File: src/fifo_ready_queue_with_removal_assert.svh
// Assertion macros for the ready queue.
// Used at the end of the top level; needs nothing else.
`ifndef FIFO_READY_QUEUE_WITH_REMOVAL_ASSERT_SVH
`define FIFO_READY_QUEUE_WITH_REMOVAL_ASSERT_SVH

// Same-cycle check, off while reset is low.
`define FRQR_ASSERT_NOW(lbl, clk, rstn, prop) \
    lbl: assert property (@(posedge clk) disable iff (!rstn) (prop)) \
        else $error("frqr check failed");

// Cause in this cycle, effect in the next.
`define FRQR_ASSERT_NEXT(lbl, clk, rstn, ante, cons) \
    lbl: assert property (@(posedge clk) disable iff (!rstn) (ante) |=> (cons)) \
        else $error("frqr check failed");

`endif

File: src/frqr_pkg.sv
// Shared types and codes for the ready queue.
// No dependencies.
package frqr_pkg;

    localparam int KIND_W   = 2;
    localparam int TID_W    = 16;
    localparam int STATUS_W = 2;
    localparam int LEN_W    = 6;

    typedef enum logic [KIND_W-1:0] {
        KIND_ADMIT  = 2'd0,
        KIND_REMOVE = 2'd1,
        KIND_CLEAR  = 2'd2
    } t_kind;

    typedef enum logic [STATUS_W-1:0] {
        ST_OK        = 2'd0,
        ST_EMPTY     = 2'd1,
        ST_NOT_FOUND = 2'd2,
        ST_FULL      = 2'd3
    } t_status;

    // Per-beat command broadcast to every cell.
    typedef struct packed {
        logic admit;
        logic remove;
    } t_cell_ctrl;

endpackage

File: src/frqr_cell.sv
// One slot of the ready queue chain: holds one id, matches it, shifts up on remove.
// Depends on frqr_pkg.
module frqr_cell
    import frqr_pkg::*;
#(
    parameter int IDX     = 0,
    parameter int ID_BITS = 16,
    parameter int CNT_W   = 6
) (
    input  logic               i_clk,
    input  t_cell_ctrl         i_ctrl,
    input  logic [ID_BITS-1:0] i_id,
    input  logic [CNT_W-1:0]   i_count,
    input  logic               i_hit,
    input  logic [ID_BITS-1:0] i_nbr_id,
    output logic               o_hit,
    output logic [ID_BITS-1:0] o_id,
    output logic [ID_BITS-1:0] o_next_id
);

    logic [ID_BITS-1:0] r_id;
    logic [ID_BITS-1:0] n_id;
    logic               w_occupied;
    logic               w_match;

    assign w_occupied = i_count > CNT_W'(IDX);
    assign w_match    = w_occupied && (r_id == i_id);
    // Hit ripples toward the tail: every slot at or after the first match shifts.
    assign o_hit      = i_hit | w_match;

    always_comb begin
        n_id = r_id;
        if (i_ctrl.admit && (i_count == CNT_W'(IDX))) begin
            n_id = i_id;
        end else if (i_ctrl.remove && o_hit) begin
            n_id = i_nbr_id;
        end
    end

    always_ff @(posedge i_clk) begin
        r_id <= n_id;
    end

    assign o_id      = r_id;
    assign o_next_id = n_id;

endmodule

File: src/fifo_ready_queue_with_removal.sv
// Top level of the ready queue: command decode, entry count, cell chain, result register.
// Depends on frqr_pkg, frqr_cell and fifo_ready_queue_with_removal_assert.svh.
//
// Ready queue of thread ids kept in arrival order in a row of cells.
// Input beats on s_axis: tuser carries the operation (admit at tail, remove
// first match, clear), tdata carries the thread id. Every input beat yields
// exactly one result beat on m_axis with status, head valid flag, head id
// and queue length after the operation.
// The result is registered and appears in the cycle after the input beat is accepted.
// Throughput: one beat per cycle while the receiver takes each result. Match and
// compaction are combinational; the match chain ripples through all QUEUE_DEPTH
// cells, which sets the critical path.
// A full queue drops an admit (status full); a remove on an empty queue or
// of an absent id leaves the queue alone and reports it.
// Reset empties the queue and drops any pending result; slot contents are
// not cleared, only the count.
// When the receiver stalls the result register holds and s_axis_tready
// falls until the result is taken.
module fifo_ready_queue_with_removal
    import frqr_pkg::*;
#(
    parameter int QUEUE_DEPTH = 32,
    parameter int ID_BITS     = 16
) (
    input  logic        i_clk,
    input  logic        i_rst_n,
    input  logic        s_axis_tvalid,
    output logic        s_axis_tready,
    input  logic [15:0] s_axis_tdata,  // [15:0] thread_id
    input  logic [1:0]  s_axis_tuser,  // [1:0] kind
    output logic        m_axis_tvalid,
    input  logic        m_axis_tready,
    output logic [31:0] m_axis_tdata   // [1:0] status, [2] head_valid,
                                       // [18:3] head_thread, [24:19] queue_length,
                                       // [31:25] zero
);

    localparam int CNT_W = $clog2(QUEUE_DEPTH + 1);

    logic [CNT_W-1:0]   r_count;
    logic [CNT_W-1:0]   n_count;
    logic               r_out_valid;
    t_status            r_status;
    t_status            n_status;
    logic               r_head_valid;
    logic [TID_W-1:0]   r_head;
    logic [LEN_W-1:0]   r_len;

    logic               w_accept;
    logic               w_full;
    logic               w_found;
    t_kind              w_kind;
    t_cell_ctrl         w_ctrl;
    logic [ID_BITS-1:0] w_in_id;

    logic               w_hit  [0:QUEUE_DEPTH];
    logic [ID_BITS-1:0] w_id   [0:QUEUE_DEPTH-1];
    logic [ID_BITS-1:0] w_nid  [0:QUEUE_DEPTH-1];

    assign s_axis_tready = !r_out_valid || m_axis_tready;
    assign w_accept      = s_axis_tvalid && s_axis_tready;
    assign w_kind        = t_kind'(s_axis_tuser);
    assign w_in_id       = ID_BITS'(s_axis_tdata);
    assign w_full        = r_count == CNT_W'(QUEUE_DEPTH);
    assign w_hit[0]      = 1'b0;
    assign w_found       = w_hit[QUEUE_DEPTH];

    genvar gi;
    generate
        for (gi = 0; gi < QUEUE_DEPTH; gi++) begin : g_cell
            frqr_cell #(
                .IDX     (gi),
                .ID_BITS (ID_BITS),
                .CNT_W   (CNT_W)
            ) u_cell (
                .i_clk     (i_clk),
                .i_ctrl    (w_ctrl),
                .i_id      (w_in_id),
                .i_count   (r_count),
                .i_hit     (w_hit[gi]),
                .i_nbr_id  (w_id[(gi + 1 < QUEUE_DEPTH) ? gi + 1 : gi]),
                .o_hit     (w_hit[gi + 1]),
                .o_id      (w_id[gi]),
                .o_next_id (w_nid[gi])
            );
        end
    endgenerate

    always_comb begin
        w_ctrl   = '0;
        n_count  = r_count;
        n_status = ST_OK;
        if (w_accept) begin
            case (w_kind)
                KIND_ADMIT: begin
                    if (w_full) begin
                        n_status = ST_FULL;
                    end else begin
                        w_ctrl.admit = 1'b1;
                        n_count      = r_count + CNT_W'(1);
                    end
                end
                KIND_REMOVE: begin
                    if (r_count == '0) begin
                        n_status = ST_EMPTY;
                    end else if (!w_found) begin
                        n_status = ST_NOT_FOUND;
                    end else begin
                        w_ctrl.remove = 1'b1;
                        n_count       = r_count - CNT_W'(1);
                    end
                end
                KIND_CLEAR: begin
                    n_count = '0;
                end
                default: begin
                    // unused code: ignore the beat, report ok
                end
            endcase
        end
    end

    always_ff @(posedge i_clk) begin
        if (!i_rst_n) begin
            r_count     <= '0;
            r_out_valid <= 1'b0;
        end else begin
            r_count <= n_count;
            if (w_accept) begin
                r_out_valid <= 1'b1;
            end else if (m_axis_tready) begin
                r_out_valid <= 1'b0;
            end
        end
    end

    always_ff @(posedge i_clk) begin
        if (w_accept) begin
            r_status     <= n_status;
            r_head_valid <= n_count != '0;
            r_head       <= (n_count != '0) ? TID_W'(w_nid[0]) : '0;
            r_len        <= LEN_W'(n_count);
        end
    end

    assign m_axis_tvalid = r_out_valid;
    assign m_axis_tdata  = {7'd0, r_len, r_head, r_head_valid, r_status};

`include "fifo_ready_queue_with_removal_assert.svh"

    `FRQR_ASSERT_NOW(a_count_bound, i_clk, i_rst_n, r_count <= CNT_W'(QUEUE_DEPTH))
    `FRQR_ASSERT_NEXT(a_clear_empties, i_clk, i_rst_n,
        w_accept && (w_kind == KIND_CLEAR), (r_count == '0) && (r_len == '0))
    `FRQR_ASSERT_NEXT(a_admit_grows, i_clk, i_rst_n,
        w_accept && (w_kind == KIND_ADMIT) && !w_full,
        (r_count == $past(r_count) + CNT_W'(1)) && (r_status == ST_OK))
    `FRQR_ASSERT_NOW(a_head_flag, i_clk, i_rst_n,
        !r_out_valid || (r_head_valid == (r_len != '0)) || (CNT_W > LEN_W))

endmodule

File: config.mk
export PLATFORM = sky130hd
export DESIGN_NAME = fifo_ready_queue_with_removal
export DESIGN_NICKNAME = d
export VERILOG_FILES = /design/src/frqr_pkg.sv /design/src/frqr_cell.sv /design/src/fifo_ready_queue_with_removal.sv
export VERILOG_INCLUDE_DIRS = /design/src /design/src/src
export SDC_FILE = /design/constraint.sdc
export NUM_CORES = 2
export LEC_CHECK = 0
export ABC_AREA = 1
export BUFFER_PORTS_ARGS = -buffer_cell sky130_fd_sc_hd__buf_2
export CAP_MARGIN = 20
export CORE_ASPECT_RATIO = 1.2
export CORE_MARGIN = 5
export CORE_UTILIZATION = 30
export DETAILED_ROUTE_END_ITERATION = 12
export GPL_ROUTABILITY_DRIVEN = 0
export PLACE_DENSITY_LB_ADDON = 0.12
export SLEW_MARGIN = 20
export SYNTH_ARGS = -nofsm -noshare
export SYNTH_HDL_FRONTEND = slang
export SYNTH_SLANG_ARGS = --single-unit
File: constraint.sdc
create_clock -name i_clk -period 7 [get_ports i_clk]
set_clock_uncertainty 0.15 [all_clocks]
set_input_delay 1.4 -clock i_clk [delete_from_list [all_inputs] [get_ports i_clk]]
set_output_delay 1.4 -clock i_clk [all_outputs]
set_load 0.1 [all_outputs]
==> summary by stage <==
STA
For the final routed database, the setup TNS stands at 0 ps. The number of max-slew violations in the final report is 0. At the pin with the least slew margin, the transition time is 1020 ps. Static timing analysis puts the maximum clock frequency at 170 MHz. Setup repair after global routing left no endpoint under its margin. The final worst-path cycle share is 0.841. The count of endpoints failing setup in the final report is 0.

The worst slew margin relative to its limit is 0.317. The shortest clock period the worst path allows after layout is 5890 ps. Across all hold checks on the routed design, the worst slack comes to 361 ps. The final hold violation count is 0. The worst path setup slack after routing is 1110 ps.

Finish
In the final layout, the share of cells above drive strength 1 is 0.116. The sequential cells in the finished layout cover a total of 0.0161 mm2. The area of the multi-input gates is 0.0123 mm2. The number of fillers in the final layout is 10,325. For this run, the post-layout net count is 3,282. The area growth from synthesis to layout is 12.7%.

Yosys
Counting distinct cell types in the post-synthesis netlist gives 53. Among all flip-flop cells after synthesis, the most frequent one is sky130_fd_sc_hd__edfxtp_1. The number of storage elements in the synthesis netlist is 544. The share of synthesized area in the top cell type comes to 0.520.

The instance count of the mapped netlist is 3,258. The mean instance size in the synthesized netlist is 9.23 um2. In this run the cell area of the synthesized design comes to 0.0301 mm2. The most area-hungry cell type in the Yosys netlist is sky130_fd_sc_hd__edfxtp_1.

In the synthesized netlist the async set-or-reset flop fraction comes to 0. The number of flops mapped to enable cells by yosys is 521. The share of synthesized area occupied by flip-flops and latches is 0.536.

Ranked by instance count, the synthesized netlist is headed by sky130_fd_sc_hd__nand2_1, sky130_fd_sc_hd__edfxtp_1, sky130_fd_sc_hd__o21ai_0. The Yosys step of the flow raised 0 warnings. In the post-synthesis netlist, the cell with the most instances is sky130_fd_sc_hd__nand2_1.

By area the synthesized netlist is led by sky130_fd_sc_hd__edfxtp_1, sky130_fd_sc_hd__nand2_1, sky130_fd_sc_hd__o21ai_0, sky130_fd_sc_hd__xnor2_1, sky130_fd_sc_hd__xor2_1.

Global route
The overall global routing resource usage is 0.197. The number of global-route vias before repair came to 22,822. The first global-routing pass estimated 157,000 um of wire.

Global routing finished with a remaining overflow of 0. The maximum number of pins on one net before global-route repair is 39. The initial antenna violation count is 5.

Worst setup path
The endpoint of the lowest-slack register-to-register path is g_cell[25].u_cell.o_id[6]$_DFFE_PP_. Among all stages on the critical path, the largest delay is contributed by sky130_fd_sc_hd__nand2_1. Counting stages on the worst path, the most repeated cell is sky130_fd_sc_hd__nand4_2.

The startpoint of the worst register-to-register path is r_count[0]$_SDFF_PN0_. The critical path ends at g_cell[25].u_cell.o_id[6]$_DFFE_PP_. Along the worst path, the maximum fanout reaches 16. The sort of element at the start of the critical path is a flip-flop. The critical path is of the reg -> reg type. The minimum setup slack among reg-to-reg paths is 1110 ps. The endpoint type of the worst setup path is a flip-flop. The beginning of the critical path is r_count[0]$_SDFF_PN0_. The required time at the worst-slack endpoint is 7060 ps. For the worst flop-to-flop path, the logic depth is 28. The largest single stage delay on the critical path is 450 ps. The data arrival time of the critical path is 5940 ps.

Hold path
Along the worst hold path, the cell count comes to 2. The path class of the tightest hold or removal check is reg -> reg.

CTS
The post-cts hold buffer count is 0. Clock latency on the worst-skew pair, taken at its later pin, is 670 ps. Post-CTS timing repair inserted 0 buffers for setup.

TritonCTS built the clock tree. The maximum buffer depth of the clock tree is 3. The number of H-tree levels is 2. The number of instances resized during post-cts repair is 0.

After clock tree synthesis, the clock-pin slew on the worst setup and hold paths is 60 ps. The tree is rooted in a sky130_fd_sc_hd__clkbuf_16. The number of buffers added by the clock tree synthesis step is 61. The CTS sink count is 544.

Power and ir drop
Across the VDD grid, the largest voltage drop is 187 uV. The clock share of power is 0.430. The total power of the final layout is 7960 uW. The power per unit of standard cell area is 235 mW/mm2. In this run the power spent charging and discharging nets is 2160 uW. The share of total power dissipated in sequential elements is 0.456. The leakage power of the design is 0.0131 uW. The share of total power dissipated in combinational logic is 0.113. Of the total power, the share spent switching nets is 0.271. The internal power summed over all cells is 5800 uW.

Floorplan
The number of rows in the core area is 127. The die height is 357 um. The floorplan step defined a die boundary enclosing 0.107 mm2. For this configuration, the core starts out at a cell density of 0.301. The area of the core is 0.0998 mm2. 56 I/O pins were placed. Measured along the x axis, the die boundary spans 299 um.

Run
The max-capacitance violation count is 0.

Route
The final routed wire length divided by cell count is 23.5 um. The first detailed-routing pass ran for 5 iterations. The total number of vias is 23,186. After detailed routing, the total wire length is 108,000 um.

For this run, design rule violations remaining after detail routing come to 0. The number of DRC markers in iteration 0 is 1,834. The number of nets with antenna violations after detailed routing is 0. The routed via count divided by cell count is 5.04.

Placement
The estimated wirelength of the detail-placed design is 75,800 um. Prior to clock tree synthesis, the placed netlist has a worst setup slack of 508 ps. The count of input and output buffers is 48.

Outcome
The flow ran to the end, and the final reports show no timing, DRC or antenna violations.
[power groups by stage]
stage	sequential, uW	combinational, uW	clock [uW]
floorplan	3860	478	0
global placement	3700	905	0
detailed placement	3700	906	0
CTS	3630	909	3510
global route	3640	967	3640
finish	3630	903	3420
[metrics by stage]
step                      instances   util  cell area (um2)
after global placement         4482  0.318            31800
after global routing           4597  0.340            33900
after detailed placement       4482  0.318            31800
after CTS                      4597  0.339            33900
final                          4598  0.340            33900
after floorplan                3264      -            30100
[worst max-delay path: cells and delay by family (launching register included)]
kind / cells / cell delay, ps
adder cells (fa/ha/maj): 1 / 360
AND/OR/NAND/NOR: 24 / 3850
flip-flops: 1 / 400
buffers and inverters: 3 / 640
[worst min path at each step]
stage | from | endpoint | slack, ps
after global placement | m_axis_tvalid$_SDFFE_PN0P_ | m_axis_tvalid$_SDFFE_PN0P_ | 340
after global routing | m_axis_tvalid$_SDFFE_PN0P_ | m_axis_tvalid$_SDFFE_PN0P_ | 420
after detailed placement | m_axis_tvalid$_SDFFE_PN0P_ | m_axis_tvalid$_SDFFE_PN0P_ | 360
after CTS | m_axis_tvalid$_SDFFE_PN0P_ | m_axis_tvalid$_SDFFE_PN0P_ | 360
after floorplan | g_cell[16].u_cell.o_id[9]$_DFFE_PP_ | g_cell[15].u_cell.o_id[9]$_DFFE_PP_ | 380
final | m_axis_tvalid$_SDFFE_PN0P_ | m_axis_tvalid$_SDFFE_PN0P_ | 360
[cell type report]
cell class	instances	area share
Tap cell	1290	0.0476
Multi-Input combinational cell	2303	0.362
Sequential cell	544	0.475
Timing Repair Buffer	159	0.0320
Clock buffer	68	0.0461
Clock inverter	47	0.0156
Antenna cell	1	0.0000738
Inverter	186	0.0210
[metal layers]
metal	global-route usage	routed length, um
met5	0	0
met4	0.0442	2240
met3	0.0236	5150
met2	0.345	53000
met1	0.262	47600
[cells in the final DEF (no fill, tap or decap), types with 48 or more instances in the layout]
cell / instances
sky130_fd_sc_hd__nand4_1: 84
sky130_fd_sc_hd__edfxtp_1: 521
sky130_fd_sc_hd__xor2_1: 145
sky130_fd_sc_hd__or2_2: 48
sky130_fd_sc_hd__xnor2_1: 232
sky130_fd_sc_hd__buf_2: 48
sky130_fd_sc_hd__buf_4: 110
sky130_fd_sc_hd__nor2_1: 183
sky130_fd_sc_hd__nand3_1: 66
sky130_fd_sc_hd__inv_1: 162
sky130_fd_sc_hd__o21ai_0: 504
sky130_fd_sc_hd__clkbuf_16: 61
sky130_fd_sc_hd__nand2_1: 848
[sequential cells by signal, indices dropped and copies added, names as in the netlist]
name and flops:
g_cell.u_cell.o_id 512, r_head 16, r_count 6, r_len 6, r_status 2, m_axis_tvalid 1
r_head_valid 1
[logic make-up after synthesis]
| kind of cell | share of synthesized area |
|---|---|
| xor+xnor | 0.110 |
| flops | 0.536 |
| buf+inv | 0.0585 |
| other cells | 0.000125 |
| compound gates | 0.0954 |
| fa+ha+maj | 0.00208 |
| simple gates | 0.199 |
No activity file was read; power rests on OpenSTA's default activity.
